`config.mk`:
```
export PLATFORM = sky130hd
export DESIGN_NAME = cth_back
export DESIGN_NICKNAME = d
export VERILOG_FILES = /design/src/design/cth_pkg.sv /design/src/design/cth_back.sv
export VERILOG_INCLUDE_DIRS = /design/src /design/src/design
export SDC_FILE = /design/constraint.sdc
export NUM_CORES = 2
export LEC_CHECK = 0
export ABC_AREA = 1
export BUFFER_PORTS_ARGS = -buffer_cell sky130_fd_sc_hd__buf_2
export CAP_MARGIN = 15
export CORE_MARGIN = 4
export CORE_UTILIZATION = 35
export CTS_CLUSTER_DIAMETER = 120
export DETAILED_ROUTE_END_ITERATION = 6
export PLACE_DENSITY_LB_ADDON = 0.2
export SLEW_MARGIN = 20
export SYNTH_ARGS = -nofsm -noshare
export SYNTH_HDL_FRONTEND = slang
export SYNTH_SLANG_ARGS = --single-unit
```
`constraint.sdc`:
```
create_clock -name clk -period 9.9 [get_ports clk]
set_input_delay 0 -clock clk [delete_from_list [all_inputs] [get_ports clk]]
set_output_delay 0 -clock clk [all_outputs]
set_load 0.1 [all_outputs]
```
`src/design/assert_macros.svh`:
```
// assertion macros shared by the color table classifier rtl
// no dependencies; included by the files that carry checks
`ifndef ASSERT_MACROS_SVH
`define ASSERT_MACROS_SVH

// property checked on every clock, off while reset is high
`define CTH_ASSERT(lbl, clk_s, rst_s, prop, msg) \
  lbl: assert property (@(posedge clk_s) disable iff (rst_s) (prop)) else $error(msg);

// condition in one cycle implies a consequence in the next
`define CTH_ASSERT_NEXT(lbl, clk_s, rst_s, cond, cons, msg) \
  lbl: assert property (@(posedge clk_s) disable iff (rst_s) (cond) |=> (cons)) else $error(msg);

`endif

```
`src/design/cth_pkg.sv`:
```
// shared types and constants of the color table pixel classifier
// no dependencies; imported by every module of the block
package cth_pkg;

  localparam int BLOCK_SIZE        = 8;
  localparam int HUE_BITS          = 8;
  localparam int SAT_BITS          = 8;
  localparam int MAX_BLOCK_COLUMNS = 256;

  localparam int PIX_W       = 8;
  localparam int COUNTER_DEPTH = 256;
  localparam int CNT_IDX_W   = 8;
  localparam int CNT_W       = 8;
  localparam int COUNT_MAX   = 255;
  localparam int BLOCK_HALF  = BLOCK_SIZE * BLOCK_SIZE / 2;
  localparam int COL_W       = 11;
  localparam int FW_W        = 12;
  localparam int WIDTH_LIMIT = 2048;
  localparam int RIG_W       = 4;
  localparam int CIB_W       = 4;
  localparam int COL_LIMIT   = (MAX_BLOCK_COLUMNS < COUNTER_DEPTH) ?
                               MAX_BLOCK_COLUMNS : COUNTER_DEPTH;

  localparam int TBL_ROWS = 1 << HUE_BITS;
  localparam int TBL_COLS = 1 << SAT_BITS;

  localparam int OPQ_DEPTH  = 2;
  localparam int OUTQ_DEPTH = 2;

  // configuration port
  localparam int CFG_IDX_W  = 2;
  localparam int CFG_DATA_W = 12;
  localparam logic [CFG_IDX_W-1:0] REG_INTENSITY_MIN = 2'd0;
  localparam logic [CFG_IDX_W-1:0] REG_INTENSITY_MAX = 2'd1;
  localparam logic [CFG_IDX_W-1:0] REG_FRAME_WIDTH   = 2'd2;

  // classified pixel handed from front to back
  typedef struct packed {
    logic                 match;
    logic [PIX_W-1:0]     red;
    logic [PIX_W-1:0]     green;
    logic [PIX_W-1:0]     blue;
    logic                 usable;
    logic                 emit;
    logic [CNT_IDX_W-1:0] bcol;
    logic                 sof;
  } op_t;

  // one result transaction
  typedef struct packed {
    logic                 is_match;
    logic [PIX_W-1:0]     out_red;
    logic [PIX_W-1:0]     out_green;
    logic [PIX_W-1:0]     out_blue;
    logic                 block_valid;
    logic                 block_set;
    logic [CNT_IDX_W-1:0] block_column;
  } res_t;

endpackage

```
`src/design/cth_back.sv`:
```
// back end: per block column match counters and the result queue
// depends on cth_pkg and assert_macros.svh
`include "assert_macros.svh"

module cth_back (
  input  logic          clk,
  input  logic          rst,
  input  logic          q_valid,
  input  cth_pkg::op_t  q_op,
  output logic          q_pop,
  output logic          empty,
  input  logic          pop,
  output cth_pkg::res_t head
);
  import cth_pkg::*;

  localparam int OPTR_W = $clog2(OUTQ_DEPTH);
  localparam int OCNT_W = $clog2(OUTQ_DEPTH + 1);

  logic [CNT_W-1:0]         cnt_mem [COUNTER_DEPTH];
  logic [COUNTER_DEPTH-1:0] cnt_vld;

  logic             b_valid;
  op_t              b_op;
  logic [CNT_W-1:0] b_rd;
  logic             b_rd_ok;

  logic                 byp_valid;
  logic [CNT_IDX_W-1:0] byp_bcol;
  logic [CNT_W-1:0]     byp_val;

  res_t              oq [OUTQ_DEPTH];
  logic [OPTR_W-1:0] oq_wp;
  logic [OPTR_W-1:0] oq_rp;
  logic [OCNT_W-1:0] oq_cnt;

  logic             take;
  logic             b_adv;
  logic             b_wr;
  logic             out_space;
  logic             do_pop;
  logic [CNT_W-1:0] cur;
  logic [CNT_W-1:0] cnt1;
  logic [CNT_W-1:0] new_count;
  res_t             b_res;

  assign out_space = oq_cnt != OCNT_W'(OUTQ_DEPTH);
  assign b_adv     = b_valid && out_space;
  assign take      = q_valid && (!b_valid || b_adv);
  assign q_pop     = take;
  assign b_wr      = b_adv && b_op.usable && (b_op.match || b_op.emit);

  // count as of now: last write may have raced this item's read
  always_comb begin
    if (byp_valid && byp_bcol == b_op.bcol) begin
      cur = byp_val;
    end else if (b_rd_ok) begin
      cur = b_rd;
    end else begin
      cur = '0;
    end
    cnt1 = (b_op.match && cur != CNT_W'(COUNT_MAX)) ? cur + CNT_W'(1) : cur;
    new_count = b_op.emit ? '0 : cnt1;
  end

  always_comb begin
    b_res.is_match     = b_op.match;
    b_res.out_red      = b_op.match ? b_op.red : '0;
    b_res.out_green    = b_op.match ? b_op.green : '0;
    b_res.out_blue     = b_op.match ? b_op.blue : '0;
    b_res.block_valid  = b_op.emit;
    b_res.block_set    = b_op.emit && (cnt1 > CNT_W'(BLOCK_HALF));
    b_res.block_column = b_op.emit ? b_op.bcol : '0;
  end

  // counter memory, read on take and written as the item leaves
  always_ff @(posedge clk) begin
    if (take) begin
      b_rd <= cnt_mem[q_op.bcol];
    end
    if (b_wr) begin
      cnt_mem[b_op.bcol] <= new_count;
    end
  end

  // entry valid bits, start of frame clears all after the older write
  always_ff @(posedge clk) begin
    if (rst) begin
      cnt_vld <= '0;
    end else if (take && q_op.sof) begin
      cnt_vld <= '0;
    end else if (b_wr) begin
      cnt_vld[b_op.bcol] <= 1'b1;
    end
  end

  always_ff @(posedge clk) begin
    if (rst) begin
      b_valid   <= 1'b0;
      byp_valid <= 1'b0;
    end else begin
      if (take) begin
        b_valid   <= 1'b1;
        byp_valid <= b_wr && !q_op.sof;
      end else if (b_adv) begin
        b_valid <= 1'b0;
      end
    end
  end

  always_ff @(posedge clk) begin
    if (take) begin
      b_op     <= q_op;
      b_rd_ok  <= cnt_vld[q_op.bcol] && !q_op.sof;
      byp_bcol <= b_op.bcol;
      byp_val  <= new_count;
    end
  end

  // result queue
  assign empty  = oq_cnt == '0;
  assign do_pop = pop && !empty;
  assign head   = oq[oq_rp];

  always_ff @(posedge clk) begin
    if (b_adv) begin
      oq[oq_wp] <= b_res;
    end
  end

  always_ff @(posedge clk) begin
    if (rst) begin
      oq_wp  <= '0;
      oq_rp  <= '0;
      oq_cnt <= '0;
    end else begin
      if (b_adv) begin
        oq_wp <= (oq_wp == OPTR_W'(OUTQ_DEPTH - 1)) ? '0 : oq_wp + OPTR_W'(1);
      end
      if (do_pop) begin
        oq_rp <= (oq_rp == OPTR_W'(OUTQ_DEPTH - 1)) ? '0 : oq_rp + OPTR_W'(1);
      end
      if (b_adv && !do_pop) begin
        oq_cnt <= oq_cnt + OCNT_W'(1);
      end else if (do_pop && !b_adv) begin
        oq_cnt <= oq_cnt - OCNT_W'(1);
      end
    end
  end

  `CTH_ASSERT_NEXT(a_back_sof, clk, rst, take && q_op.sof, cnt_vld == '0, "counters not cleared at frame start")
  `CTH_ASSERT(a_back_oq, clk, rst, oq_cnt <= OCNT_W'(OUTQ_DEPTH), "result queue overfilled")

endmodule

```
==> metrics.cfg <==
[outcome]
outcome = completed

[synthesis]
netlist_area_um2 = 96700
ys_warn_count = 0
synth_cell_types = 38
synth_area_leaders = edfxtp_1, nor2_1, o21ai_0, dfxtp_1, o22ai_1
ys_seq_area_frac = 0.731
synthCells = 8194
synth_flop_cell = edfxtp_1
synthArstFlopShare = 0
synth.net_count = 8236
synth-edff-count = 2178
synth_top_area_cell = edfxtp_1
avgSynthCellArea_um2 = 11.8
synth.top_cells.by_count = edfxtp_1, nor2_1, o21ai_0
synth_top_area_frac = 0.676
synth.most_common_cell = edfxtp_1
ys_seq_elements = 2441

[die]
fp.dieW_um = 534
placementRows = 192
start_util = 0.352
core_area_um2 = 274000
die_height_um = 534
io_pins = 77
dieArea_um2 = 285000

[sta]
period_needed_ns = 5.32
rsz0062_at_grt = false
setup_viol = 0
maxSlewViolCount = 0
relSlewSlack = 0.221
fmax_mhz = 188
hold_ws_ns = 0.105
tightest_slew_ns = 1.17
min_period_over_period = 0.537
final.setup.tns_ns = 0
skew_ns = 0.0510
hold_viol = 0

[clock_network]
path_clk_slew_ns = 0.06
cts_tree = built
cts_buffers = 269
cts_root_buf = clkbuf_16
cts_buffer_depth = 4
cts_resized = 0
insertion_delay_ns = 0.84
clock-sinks = 2441
htreeDepth = 5

[global_route]
grt_overflow = 0
antenna_found_initial = 4
grt_pass1_wl_mm = 422
grt_max_degree = 201
grt_usage = 0.194
grt_pass1_vias = 62200

[critical_path]
crit_family = simple AND/OR/NAND/NOR gates
path_cells = xor2_1, nor2_1, nand3_2, nand2_1, nand2_1, inv_1, ha_1, nand2_2, nor2_8, nand3_1, nand2_1, nand2_1, nor2_4, buf_4, buf_4
path_max_fanout = 87
crit_buf_inv = 3
start_kind = flip-flop
path_common_cell = nand2_1
worstPathArrival_ns = 5.78
crit_path_top_delay_cell = buf_4
crit_type = flip-flop to flip-flop
end_kind = flip-flop
required_ns = 10.36
max_stage_delay_ns = 0.80

[power]
p_leak_uw = 0.0359
peakVddDrop_mv = 0.107
power_per_cell_area_nw_per_um2 = 208

[route]
firstDrtPassIters = 5
vias = 64300
vias_per_cell = 5.35
drc = 0
first_iter_violations = 6357
wl_per_cell_um = 23.8
drt.antenna.violating_nets = 0
wl_mm = 286

[place]
globalplace.congestion = 0.829
hpwl_mm = 154
port_buffers = 76

[finish]
drive_gt1_frac = 0.0770
synthToLayoutAreaGrowth_pct = 13.1
final_nets = 8173

[job]
maxCapViolCount = 0

[hold_path]
hold_path.class = primary input to flip-flop

## path summary, 6_finish.rpt
kind | from | end | slack, ns | cells after the start
worst max-delay path | b_op[5]$_DFFE_PP_ | cnt_mem[21][4]$_DFFE_PP_ | 4.58 | 15
worst min register to register | cnt_vld[201]$_SDFFE_PP0P_ | cnt_vld[201]$_SDFFE_PP0P_ | 0.46 | 2
worst min-delay path | rst | oq_wp$_SDFFE_PP0P_ | 0.11 | 5
worst max register to register | b_op[5]$_DFFE_PP_ | cnt_mem[21][4]$_DFFE_PP_ | 4.58 | 15
## stage by stage
step | utilization | cells | total power, µW | setup slack [ns] | cell area (µm²)
after floorplan | - | 8194 | 12800 | 0.660 | 96700
after global placement | 0.365 | 11500 | 13300 | 4.75 | 100000
after detailed placement | 0.366 | 11500 | 13400 | 4.64 | 100000
after CTS | 0.398 | 12000 | 23000 | 4.61 | 109000
after global routing | 0.399 | 12000 | 23500 | 4.18 | 109000
final | 0.399 | 12000 | 22800 | 4.58 | 109000
## flip-flops by register name, indices dropped and copies added (netlist names), named ones only
register / cells
b_rd: 8
cnt_mem: 2048
byp_bcol: 8
b_op: 35
b_valid: 1
oq_cnt: 2
byp_valid: 1
cnt_vld: 256
oq: 70
b_rd_ok: 1
oq_rp: 1
oq_wp: 1
byp_val: 8
## cells in the final DEF (no fill, tap or decap), types with 7 or more instances in the layout
master         instances
buf_12                11
o21ai_1               27
buf_2                 71
o21ai_0             1133
dfxtp_1              263
edfxtp_1            2178
bufinv_16              7
clkbuf_16            279
inv_1                 71
buf_4                 85
o22ai_1              574
mux2_2                35
or2_1                  8
dlygate4sd3_1         66
inv_2                 27
nor2_2                11
nor2_1              1952
nand2_1              698
inv_6                  9
clkinv_1              43
nand2_2                7
clkbuf_1              80
nor2_4                 8
nand3_1              559
clkbuf_8              26
clkinv_2              29
a21oi_1               26
## where the power goes
group | internal (µW) | switching (µW) | total [µW]
clock network | 5560 | 4040 | 9600
logic | 385 | 1430 | 1810
registers | 11300 | 30.3 | 11400
total | 17300 | 5490 | 22800
## layer usage
metal | part of all wire | global-route usage | wire [µm] | up-vias
li1 | - | - | - | 29300
met1 | 0.43 | 0.267 | 124000 | 32400
met2 | 0.47 | 0.315 | 134000 | 2177
met3 | 0.067 | 0.0338 | 19100 | 448
met4 | 0.030 | 0.0582 | 8510 | 2
met5 | 0.000045 | 0 | 13 | -
## layout make-up
class	instances	area, µm²
fillers	26100	165000
flip-flops and latches	2441	70700
multi-input cells	5070	23300
clock buffers	385	7640
well taps	3686	4610
repair buffers	243	2060
clock inverters	94	694
inverters	106	434
diodes	4	10.0
## worst min-delay path, stage by stage
cell and delay (ns):
dlygate4sd3_1 0.54, buf_2 0.12, inv_1 0.10, o21ai_0 0.09, nor2_1 0.05
## kinds of logic after synthesis
logic type | synth area share
AOI/OAI and AO/OA | 0.0989
xor gates and xnor gates | 0.000181
adders and majority gates | 0.000259
buffers and inverters | 0.0300
DFF | 0.731
muxes | 0.00408
and+or+nand+nor | 0.136
## what timing repair did
action / in CTS / in global routing
hold endpoints to repair: 48 / 0
hold buffers: 66 / 0
buffers inserted: 0 / 0
No activity file was read; power rests on OpenSTA's default activity.
