File: src/design/assert_macros.svh
// assertion macros shared by the color table classifier rtl
// no dependencies; included by the files that carry checks
`ifndef ASSERT_MACROS_SVH
`define ASSERT_MACROS_SVH

// property checked on every clock, off while reset is high
`define CTH_ASSERT(lbl, clk_s, rst_s, prop, msg) \
  lbl: assert property (@(posedge clk_s) disable iff (rst_s) (prop)) else $error(msg);

// condition in one cycle implies a consequence in the next
`define CTH_ASSERT_NEXT(lbl, clk_s, rst_s, cond, cons, msg) \
  lbl: assert property (@(posedge clk_s) disable iff (rst_s) (cond) |=> (cons)) else $error(msg);

`endif

File: src/design/cth_pkg.sv
// shared types and constants of the color table pixel classifier
// no dependencies; imported by every module of the block
package cth_pkg;

  localparam int BLOCK_SIZE        = 8;
  localparam int HUE_BITS          = 8;
  localparam int SAT_BITS          = 8;
  localparam int MAX_BLOCK_COLUMNS = 256;

  localparam int PIX_W       = 8;
  localparam int COUNTER_DEPTH = 256;
  localparam int CNT_IDX_W   = 8;
  localparam int CNT_W       = 8;
  localparam int COUNT_MAX   = 255;
  localparam int BLOCK_HALF  = BLOCK_SIZE * BLOCK_SIZE / 2;
  localparam int COL_W       = 11;
  localparam int FW_W        = 12;
  localparam int WIDTH_LIMIT = 2048;
  localparam int RIG_W       = 4;
  localparam int CIB_W       = 4;
  localparam int COL_LIMIT   = (MAX_BLOCK_COLUMNS < COUNTER_DEPTH) ?
                               MAX_BLOCK_COLUMNS : COUNTER_DEPTH;

  localparam int TBL_ROWS = 1 << HUE_BITS;
  localparam int TBL_COLS = 1 << SAT_BITS;

  localparam int OPQ_DEPTH  = 2;
  localparam int OUTQ_DEPTH = 2;

  // configuration port
  localparam int CFG_IDX_W  = 2;
  localparam int CFG_DATA_W = 12;
  localparam logic [CFG_IDX_W-1:0] REG_INTENSITY_MIN = 2'd0;
  localparam logic [CFG_IDX_W-1:0] REG_INTENSITY_MAX = 2'd1;
  localparam logic [CFG_IDX_W-1:0] REG_FRAME_WIDTH   = 2'd2;

  // classified pixel handed from front to back
  typedef struct packed {
    logic                 match;
    logic [PIX_W-1:0]     red;
    logic [PIX_W-1:0]     green;
    logic [PIX_W-1:0]     blue;
    logic                 usable;
    logic                 emit;
    logic [CNT_IDX_W-1:0] bcol;
    logic                 sof;
  } op_t;

  // one result transaction
  typedef struct packed {
    logic                 is_match;
    logic [PIX_W-1:0]     out_red;
    logic [PIX_W-1:0]     out_green;
    logic [PIX_W-1:0]     out_blue;
    logic                 block_valid;
    logic                 block_set;
    logic [CNT_IDX_W-1:0] block_column;
  } res_t;

endpackage

File: src/design/cth_opq.sv
// short queue of classified pixels between front and back
// depends on cth_pkg and assert_macros.svh
`include "assert_macros.svh"

module cth_opq (
  input  logic         clk,
  input  logic         rst,
  input  logic         wr,
  input  cth_pkg::op_t wr_op,
  output logic         q_full,
  input  logic         rd,
  output logic         rd_valid,
  output cth_pkg::op_t rd_op
);
  import cth_pkg::*;

  localparam int PTR_W = $clog2(OPQ_DEPTH);
  localparam int CNT_QW = $clog2(OPQ_DEPTH + 1);

  op_t              slots [OPQ_DEPTH];
  logic [PTR_W-1:0] wp;
  logic [PTR_W-1:0] rp;
  logic [CNT_QW-1:0] count;
  logic             do_wr;
  logic             do_rd;

  assign q_full   = count == CNT_QW'(OPQ_DEPTH);
  assign rd_valid = count != '0;
  assign rd_op    = slots[rp];
  assign do_wr    = wr && !q_full;
  assign do_rd    = rd && rd_valid;

  always_ff @(posedge clk) begin
    if (do_wr) begin
      slots[wp] <= wr_op;
    end
  end

  always_ff @(posedge clk) begin
    if (rst) begin
      wp    <= '0;
      rp    <= '0;
      count <= '0;
    end else begin
      if (do_wr) begin
        wp <= (wp == PTR_W'(OPQ_DEPTH - 1)) ? '0 : wp + PTR_W'(1);
      end
      if (do_rd) begin
        rp <= (rp == PTR_W'(OPQ_DEPTH - 1)) ? '0 : rp + PTR_W'(1);
      end
      if (do_wr && !do_rd) begin
        count <= count + CNT_QW'(1);
      end else if (do_rd && !do_wr) begin
        count <= count - CNT_QW'(1);
      end
    end
  end

  `CTH_ASSERT(a_opq_count, clk, rst, count <= CNT_QW'(OPQ_DEPTH), "op queue overfilled")

endmodule

File: config.mk
export PLATFORM = sky130hd
export DESIGN_NAME = cth_opq
export DESIGN_NICKNAME = d
export VERILOG_FILES = /design/src/design/cth_pkg.sv /design/src/design/cth_opq.sv
export VERILOG_INCLUDE_DIRS = /design/src /design/src/design
export SDC_FILE = /design/constraint.sdc
export NUM_CORES = 1
export LEC_CHECK = 0
export BUFFER_PORTS_ARGS = -buffer_cell sky130_fd_sc_hd__buf_4
export CORE_MARGIN = 5
export CORE_UTILIZATION = 40
export CTS_CLUSTER_DIAMETER = 40
export DETAILED_ROUTE_END_ITERATION = 8
export PLACE_DENSITY_LB_ADDON = 0.15
export SYNTH_ARGS = -nofsm -noshare
export SYNTH_HDL_FRONTEND = slang
export SYNTH_SLANG_ARGS = --single-unit
export TNS_END_PERCENT = 10
File: constraint.sdc
create_clock -name clk -period 1.9 [get_ports clk]
set_clock_uncertainty 0.15 [all_clocks]
set_input_delay 0.38 -clock clk [delete_from_list [all_inputs] [get_ports clk]]
set_output_delay 0.38 -clock clk [all_outputs]
set_load 0.01 [all_outputs]
==> metrics.md, run 1 <==
| Metric | Value |
|---|---|
| Pre-CTS WS | 0.185 ns |
| Setup CP Type | reg -> out |
| Crit path DAT | 1.38 ns |
| GR Util All Layers | 13.2% |
| Post-Syn Area | 2820 um^2 |
| Clk pin slew, worst setup/hold paths | 0.08 ns |
| Final hold vios | 0 |
| Slew Limit Fails | 0 |
| CTS tree | done |
| Commonest non-fill, non-tap cells in the layout | edfxtp_1, buf_4, mux2_4, buf_6, mux2_2 |
| Row cnt | 30 |
| Multi-input gate area | 594 um^2 |
| Die area | 8820 um^2 |
| Setup violators final | 14 |
| Gpl congestion | 0.728 |
| Layout Nets | 269 |
| Grt total ovfl | 0 |
| Iter 0 DRT Violations | 49 |
| Yosys top cell by area | edfxtp_1 |
| Syn Nets | 178 |
| Layout cells sized above 1 | 59.7% |
| Fmax | 0.524 GHz |
| Synth Instances | 137 |
| Die Height | 93.9 um |
| Status | complete, but fails checks |
| Post-Place Cells | 312 |
| Clock sinks | 77 |
| Synth-to-layout area growth | 40.1% |
| Setup slack, reg-to-reg | 0.19 ns |
| Ant diodes | 0 |
| Initial Util | 41.2% |
| Number of max-cap violations | 0 |
| Total number of vias | 1533 |
| Core Area | 6830 um^2 |
| Final Cycle Share | 100% |
| Drt total wl | 5.68 mm |
| Share of the synthesized area in the top cell type | 76.8% |
| Minimum clock period | 1.91 ns |
| Number of routed nets with antenna violations | 0 |
| Worst slew pin tran | 0.322 ns |
| Most common cell after layout, fill and taps aside | edfxtp_1 |
| Worst VDD drop | 0.667 mV |
| First-pass GRT wire length | 8.64 mm |
| WL per Instance | 17.3 um |
| Largest net degree at the start of global routing | 24 |
| Crit path capture type | output port |
| DRT Pass-1 Iters | 3 |
| Library cells used by synthesis | 15 |
| I/O pin cnt | 78 |
| Root buf cell | clkbuf_8 |
| Pleak | 1.51 nW |
| Hold Crit Class | in -> reg |
| H-Tree Depth | 3 |
| Pwr dens | 1300 nW/um^2 |
| Unrepaired setup endpoints after global routing | yes |
| Port bufs | 77 |
| DR DRC count | 0 |
| Worst skew pair latency | 0.32 ns |
| Hold Buf Count CTS | 0 |
| CTS Buffer Depth | 2 |
| YS warnings | 0 |
| Die width | 93.9 um |
| Vias/cell | 4.66 |
| DP HPWL | 3.92 mm |
| Flops & latches, synth | 77 |
| FILL cells | 545 |
| Vias in the first global route | 1773 |
| Register area | 2270 um^2 |
| Fin worst setup slack | -0.00825 ns |
| Mean post-synth cell area | 20.5 um^2 |
| CP max FO | 11 |
| Layout Cells excl Fill | 329 |
| Max transition margin | 78.6% |
| Critical path startpoint category | flop |
| Antenna violations before repair | 0 |
| CP Data Required Time | 1.37 ns |
| Main area contributors after synthesis | edfxtp_1, mux2_2, dfxtp_1 |
| TritonCTS Buffers | 9 |
| Failing checks | negative setup slack |
| Seq/Total Area, Yosys | 80.4% |
==> through the flow <==
step                      util [%]  hold WS [ns]  power (mW)  setup TNS, ns  cell area, um^2
after floorplan                  -         0.299        3.01          -5.46             2820
after global placement        52.1         0.319        3.66              0             3560
after detailed placement      52.1         0.341        3.72              0             3560
after CTS                     55.0        0.0625        4.90         -0.625             3760
after global routing          57.7        0.0543        5.37          -1.08             3940
final                         57.7        0.0769        5.12        -0.0496             3940
==> power breakdown <==
part	total, mW	internal (mW)	switching (mW)
combinational	1.72	0.987	0.728
clock	1.17	0.605	0.568
sequential	2.23	2.14	0.0940
==> critical path, stage by stage (launching register included) <==
cell and delay (ns):
dfxtp_4 0.40, clkbuf_16 0.18, mux2_2 0.34, buf_4 0.14
==> synthesized netlist by cell type <==
master	number
edfxtp_1	72
a21oi_1	2
buf_4	3
mux2_2	36
or3_1	2
nor2b_2	1
or2_2	1
inv_1	2
buf_2	1
ha_1	1
dfxtp_1	5
nor2_1	4
xor2_1	3
o21ai_0	3
and2_1	1
==> cells by family (layout without fill, tap and decap cells) <==
logic type	count (synthesis)	count (layout)	synth area share [%]
AO/OA/AOI/OAI	5	5	0.889
XOR/XNOR	3	3	0.934
adder cells (fa/ha/maj)	1	1	0.444
buffers and inverters	6	102	1.24
flip-flops	77	77	80.4
multiplexers	36	36	14.4
AND/OR/NAND/NOR	9	9	1.73
==> state kept, by name, summed over array words and instances, names as in the netlist, named ones only <==
| signal | cells |
|---|---|
| wp | 1 |
| rp | 1 |
| count | 2 |
| slots | 72 |
==> repair_timing <==
item	in CTS	in global routing
setup endpoints to repair	36	36
buffers inserted	0	0
endpoints found under the hold margin	0	0
resized for setup	1	43
gates cloned	0	1
==> path summary, 6_finish.rpt <==
path / start / end / cells past startpoint
worst max register to register: count[0] / count[1] / 4
worst max-delay path: flop / rd_op[12] / 3
worst min register to register: wp / wp / 2
worst min-delay path: wr_op[6] / slots[1][6] / 1
==> layer usage <==
layer	GRT usage, %	vias up	share of wire (%)
li1	-	711	-
met1	14.5	771	40
met2	23.4	43	53
met3	4.25	8	5.9
met4	5.78	0	1.2
met5	0	-	0
==> cell type report <==
cell class | count | share of cell area (%)
clock buffer | 10 | 3.24
clock inverter | 6 | 1.62
inverter | 2 | 0.286
multi-input combinational | 54 | 15.1
sequential | 77 | 57.5
tap | 96 | 3.05
timing repair buffer | 84 | 19.3
Note: power is estimated with default switching activity, not from simulation.
==> inputs of run 2 (changes only) <==
Settings changed: CORE_ASPECT_RATIO set to 0.5.
==> metrics.md, run 2 (synthesis results as in run 1) <==
| Metric | Value |
|---|---|
| Status | complete, but fails checks (unchanged) |
| Failing checks | negative setup slack (unchanged) |
| Reg2reg end | count[1] (unchanged) |
| Setup CP Type | reg -> out (unchanged) |
| DR DRC count | 0 (unchanged) |
| Root buf cell | clkbuf_16 (was clkbuf_8) |
| CTS Buffer Depth | 2 (unchanged) |
| Commonest non-fill, non-tap cells in the layout | buf_4, edfxtp_1, mux2_2, mux2_4, clkbuf_16 (was edfxtp_1, buf_4, mux2_4, buf_6, mux2_2) |
| Worst r2r src | count[0] (unchanged) |
| Slew Limit Fails | 0 (unchanged) |
| Clk pin slew, worst setup/hold paths | 0.06 ns (was 0.08 ns) |
| Biggest cell delay along the critical path | 0.38 ns (was 0.40 ns) |
| CP Data Required Time | 1.37 ns (about the same) |
| Clock sinks | 77 (unchanged) |
| WL per Instance | 16.0 um (was 17.3 um) |
| Critical path startpoint category | flop (unchanged) |
| I/O pin cnt | 78 (unchanged) |
| Synth-to-layout area growth | 39.3% (was 40.1%) |
| Layout Cells excl Fill | 325 (was 329) |
| Number of max-cap violations | 0 (unchanged) |
| TritonCTS Buffers | 9 (unchanged) |
| Row cnt | 21 (was 30) |
| Post-Place Cells | 308 (was 312) |
| Final hold vios | 0 (unchanged) |
| Setup violators final | 2 (was 14) |
| Die area | 8920 um^2 (was 8820 um^2) |
| Cell Chain, Critical Path | buf_12, mux2_2, buf_4 (was clkbuf_16, mux2_2, buf_4) |
| Ant diodes | 0 (unchanged) |
| Hold slack | 0.0886 ns (was 0.0769 ns) |
| Hold Crit Class | in -> reg (unchanged) |
| Worst slew pin tran | 0.338 ns (was 0.322 ns) |
| Reg2reg path depth | 4 (unchanged) |
| Layout Nets | 269 (unchanged) |
| Vias in the first global route | 1618 (was 1773) |
| Pleak | 1.51 nW (about the same) |
| Worst VDD drop | 0.851 mV (was 0.667 mV) |
| First-pass GRT wire length | 8.00 mm (was 8.64 mm) |
| Most common cell after layout, fill and taps aside | buf_4 (was edfxtp_1) |
| Fin worst setup slack | -0.00786 ns (was -0.00825 ns) |
| Layout cells sized above 1 | 59.2% (was 59.7%) |
| Die width | 129 um (was 93.9 um) |
| Number of routed nets with antenna violations | 0 (unchanged) |
| Crit path capture type | output port (unchanged) |
| Unrepaired setup endpoints after global routing | yes (unchanged) |
| Crit path DAT | 1.38 ns (about the same) |
| Hold Buf Count CTS | 0 (unchanged) |
| Antenna violations before repair | 0 (unchanged) |
| Port bufs | 77 (unchanged) |
| GR Util All Layers | 12.0% (was 13.2%) |
| Max transition margin | 77.2% (was 78.6%) |
| Drt total wl | 5.21 mm (was 5.68 mm) |
| Max reg flops | 72 (unchanged) |
| CTS tree | done (unchanged) |
| Gpl congestion | 0.689 (was 0.728) |
| DP HPWL | 3.63 mm (was 3.92 mm) |
| Core Area | 6750 um^2 (was 6830 um^2) |
| Die Height | 69.3 um (was 93.9 um) |
| Worst path slowest cell | dfxtp_4 (unchanged) |
| Vias/cell | 4.53 (was 4.66) |
| Largest reg by FF count | slots (unchanged) |
| Setup slack, reg-to-reg | 0.18 ns (was 0.19 ns) |
| CP max FO | 17 (was 11) |
| Endpoint, Worst Hold | slots[0][10] (was slots[1][6]) |
| Pwr dens | 1360 nW/um^2 (was 1300 nW/um^2) |
| H-Tree Depth | 3 (unchanged) |
| Worst hold path depth | 1 (unchanged) |
| Min-delay src | wr_op[10] (was wr_op[6]) |
| Setup TNS | -0.00855 ns (was -0.0496 ns) |
| Iter 0 DRT Violations | 128 (was 49) |
| Final Cycle Share | 100% (about the same) |
| Largest net degree at the start of global routing | 24 (unchanged) |
| Largest regs | slots x72, count x2 (unchanged) |
| DRT Pass-1 Iters | 4 (was 3) |
| Fmax | 0.524 GHz (about the same) |
| Total number of vias | 1471 (was 1533) |
| Worst skew pair latency | 0.33 ns (was 0.32 ns) |
| Grt total ovfl | 0 (unchanged) |
| Initial Util | 41.7% (was 41.2%) |
| Minimum clock period | 1.91 ns (about the same) |
run 2: per-stage QoR:
stage	setup slack [ns]	instance area (um^2)	total power, mW	util (%)
after floorplan	-0.152	2820	3.01	-
after global placement	0.211	3580	3.71	53.0
after detailed placement	0.185	3580	3.74	53.0
after CTS	-0.0295	3880	5.37	57.4
after global routing	-0.0544	3920	5.61	58.1
final	-0.00786	3920	5.35	58.1
run 2: power breakdown:
group | switching, mW | internal [mW]
clock network | 0.599 | 0.994
registers | 0.0832 | 2.14
logic | 0.672 | 0.860
total | 1.35 | 3.99
run 2: critical path: cells and delay by family (launching register included):
| family | cells | cell delay, ns |
|---|---|---|
| flip-flops | 1 | 0.38 |
| multiplexers | 1 | 0.35 |
| buffers and inverters | 2 | 0.30 |
run 2: repair_timing:
action	in CTS	in global routing
resized for setup	2	12
gates cloned	0	0
setup endpoints to repair	30	34
buffers inserted	1	0
run 2: how the worst max path moves through the flow:
| stage | endpoint | cells after the start | slack [ns] | startpoint |
|---|---|---|---|---|
| finish | rd_op[1] | 3 | -0.008 | flop |
| CTS | rd_op[1] | 3 | -0.03 | flop |
| floorplan | slots[1][0] | 3 | -0.15 | count[1] |
| detailed placement | slots[0][34] | 5 | 0.18 | wr |
| global placement | slots[0][34] | 5 | 0.21 | wr |
| global route | rd_op[3] | 3 | -0.05 | flop |
run 2: per-layer routing:
metal / routed length (um) / track usage (%) / up-vias / part of all wire [%]
met5: 0 / 0 / - / 0
met4: 40 / 4.54 / 0 / 0.77
met3: 331 / 5.77 / 4 / 6.4
met2: 2720 / 19.9 / 38 / 52
met1: 2120 / 13.4 / 716 / 41
li1: - / - / 713 / -
run 2: final cells by class:
class                   count  area [um^2]
fillers                   524         2830
flip-flops and latches     77         2270
repair buffers             84          681
multi-input cells          54          568
clock buffers               9          225
well taps                  92          115
clock inverters             7         56.3
inverters                   2         11.3
==> inputs of run 3 (changes only) <==
Settings changed: PLACE_DENSITY set to 0.68, PLACE_DENSITY_LB_ADDON 0.15 to not set.
==> metrics.md, run 3 (synthesis results as in run 1) <==
| Metric | Value |
|---|---|
| Minimum clock period | 1.90 ns (was 1.91 ns) |
| Hold slack | 0.0912 ns (was 0.0886 ns) |
| I/O pin cnt | 78 (unchanged) |
| Max reg flops | 72 (unchanged) |
| Number of max-cap violations | 0 (unchanged) |
| Most common cell after layout, fill and taps aside | buf_4 (unchanged) |
| Clock power frac | 33.6% (was 29.8%) |
| Post-Place Cells | 307 (was 308) |
| Hold Buf Count CTS | 0 (unchanged) |
| Gpl congestion | 0.680 (was 0.689) |
| Synth-to-layout area growth | 39.4% (was 39.3%) |
| Hold Crit Class | in -> reg (unchanged) |
| Layout cells sized above 1 | 58.9% (was 59.2%) |
| CP max FO | 20 (was 17) |
| Iter 0 DRT Violations | 103 (was 128) |
| TritonCTS Buffers | 9 (unchanged) |
| Worst slew pin tran | 0.306 ns (was 0.338 ns) |
| Crit path capture type | output port (unchanged) |
| WL per Instance | 15.4 um (was 16.0 um) |
| Number of routed nets with antenna violations | 0 (unchanged) |
| Pre-CTS WS | 0.204 ns (was 0.185 ns) |
| Design internal power | 4.23 mW (was 3.99 mW) |
| Status | finished, final reports clean (was complete, but fails checks) |
| Fin worst setup slack | 0.00113 ns (was -0.00786 ns) |
| Largest net degree at the start of global routing | 37 (was 24) |
| Initial Util | 41.7% (unchanged) |
| Core Area | 6750 um^2 (unchanged) |
| Worst VDD drop | 0.579 mV (was 0.851 mV) |
| Layout Nets | 267 (was 269) |
| CP Data Required Time | 1.37 ns (about the same) |
| CTS Buffer Depth | 2 (unchanged) |
| GR Util All Layers | 11.4% (was 12.0%) |
| Final Cycle Share | 99.9% (was 100%) |
| Layout Cells excl Fill | 323 (was 325) |
| Slew Limit Fails | 0 (unchanged) |
| Die width | 129 um (unchanged) |
| Largest reg by FF count | slots (unchanged) |
| Pleak | 1.47 nW (was 1.51 nW) |
| Sw Pwr | 1.31 mW (was 1.35 mW) |
| Clk pin slew, worst setup/hold paths | 0.06 ns (about the same) |
| Total number of vias | 1479 (was 1471) |
| Worst skew pair latency | 0.32 ns (was 0.33 ns) |
| Die area | 8920 um^2 (unchanged) |
| Combinational share of power | 26.3% (was 28.6%) |
| DRT Pass-1 Iters | 4 (unchanged) |
| DP HPWL | 3.44 mm (was 3.63 mm) |
| Final hold vios | 0 (unchanged) |
| Port bufs | 77 (unchanged) |
| Pwr dens | 1410 nW/um^2 (was 1360 nW/um^2) |
| Switch share | 23.6% (was 25.3%) |
| Crit path DAT | 1.37 ns (was 1.38 ns) |
| Setup TNS | 0 ns (was -0.00855 ns) |
| Largest regs | slots x72, count x2 (unchanged) |
| Commonest non-fill, non-tap cells in the layout | buf_4, edfxtp_1, mux2_2, clkbuf_16, buf_12 (was buf_4, edfxtp_1, mux2_2, mux2_4, clkbuf_16) |
| Sequential share of power | 40.1% (was 41.6%) |
| Unrepaired setup endpoints after global routing | yes (unchanged) |
| First-pass GRT wire length | 7.88 mm (was 8.00 mm) |
| Die Height | 69.3 um (unchanged) |
| CTS tree | done (unchanged) |
| Root buf cell | clkbuf_16 (unchanged) |
| H-Tree Depth | 3 (unchanged) |
| Ant diodes | 0 (unchanged) |
| Max transition margin | 79.4% (was 77.2%) |
| Post-route cell area | 3920 um^2 (about the same) |
| Grt total ovfl | 0 (unchanged) |
| Row cnt | 21 (unchanged) |
| Setup CP Type | reg -> out (unchanged) |
| Critical path startpoint category | flop (unchanged) |
| Drt total wl | 4.98 mm (was 5.21 mm) |
| Setup violators final | 0 (was 2) |
| Fmax | 0.527 GHz (was 0.524 GHz) |
| Clock sinks | 77 (unchanged) |
| Vias/cell | 4.58 (was 4.53) |
| Antenna violations before repair | 0 (unchanged) |
| Vias in the first global route | 1633 (was 1618) |
| DR DRC count | 0 (unchanged) |
| DP Area | 3570 um^2 (was 3580 um^2) |
run 3: metrics by stage:
step / util, % / power [mW]
floorplan: - / 3.01
global placement: 52.9 / 3.69
detailed placement: 52.9 / 3.72
CTS: 58.0 / 5.60
global route: 58.1 / 5.78
finish: 58.1 / 5.54
run 3: layer usage:
metal	GRT usage [%]	wire length, um	up-vias
li1	-	-	706
met1	11.8	1880	739
met2	21.2	2820	29
met3	4.38	241	5
met4	3.49	38	0
met5	0	0	-
run 3: final timing paths:
check        cells after the start  slack, ns       from      endpoint
min                              1       0.09  wr_op[31]  slots[0][31]
min reg2reg                      2       0.34         wp            wp
max                              3      0.001       flop     rd_op[19]
max reg2reg                      4       0.22   count[0]      count[1]
run 3: area by class of cell:
type / count / area, um^2
inverter: 2 / 11.3
tap: 92 / 115
clock buffer: 12 / 236
clock inverter: 4 / 97.6
timing repair buffer: 82 / 678
multi-input combinational: 54 / 519
fill: 503 / 2830
sequential: 77 / 2270
run 3: repair_timing:
action                                  CTS  global route
resized for setup                         2             2
endpoints found under the setup margin   16            36
endpoints found under the hold margin     0             0
buffers inserted                          0             0
run 3: worst max-delay path, stage by stage, from the launching register on:
cell and delay [ns]:
dfxtp_4 0.37, buf_12 0.16, mux2_2 0.36, buf_4 0.15
run 3: power groups by stage:
stage	sequential [mW]	clock [mW]	combinational (mW)
3_3_place_gp	2.23	0	1.45
4_1_cts	2.22	1.90	1.49
3_5_place_dp	2.25	0	1.47
6_report	2.22	1.86	1.46
5_1_grt	2.24	1.97	1.57
2_1_floorplan	2.22	0	0.789
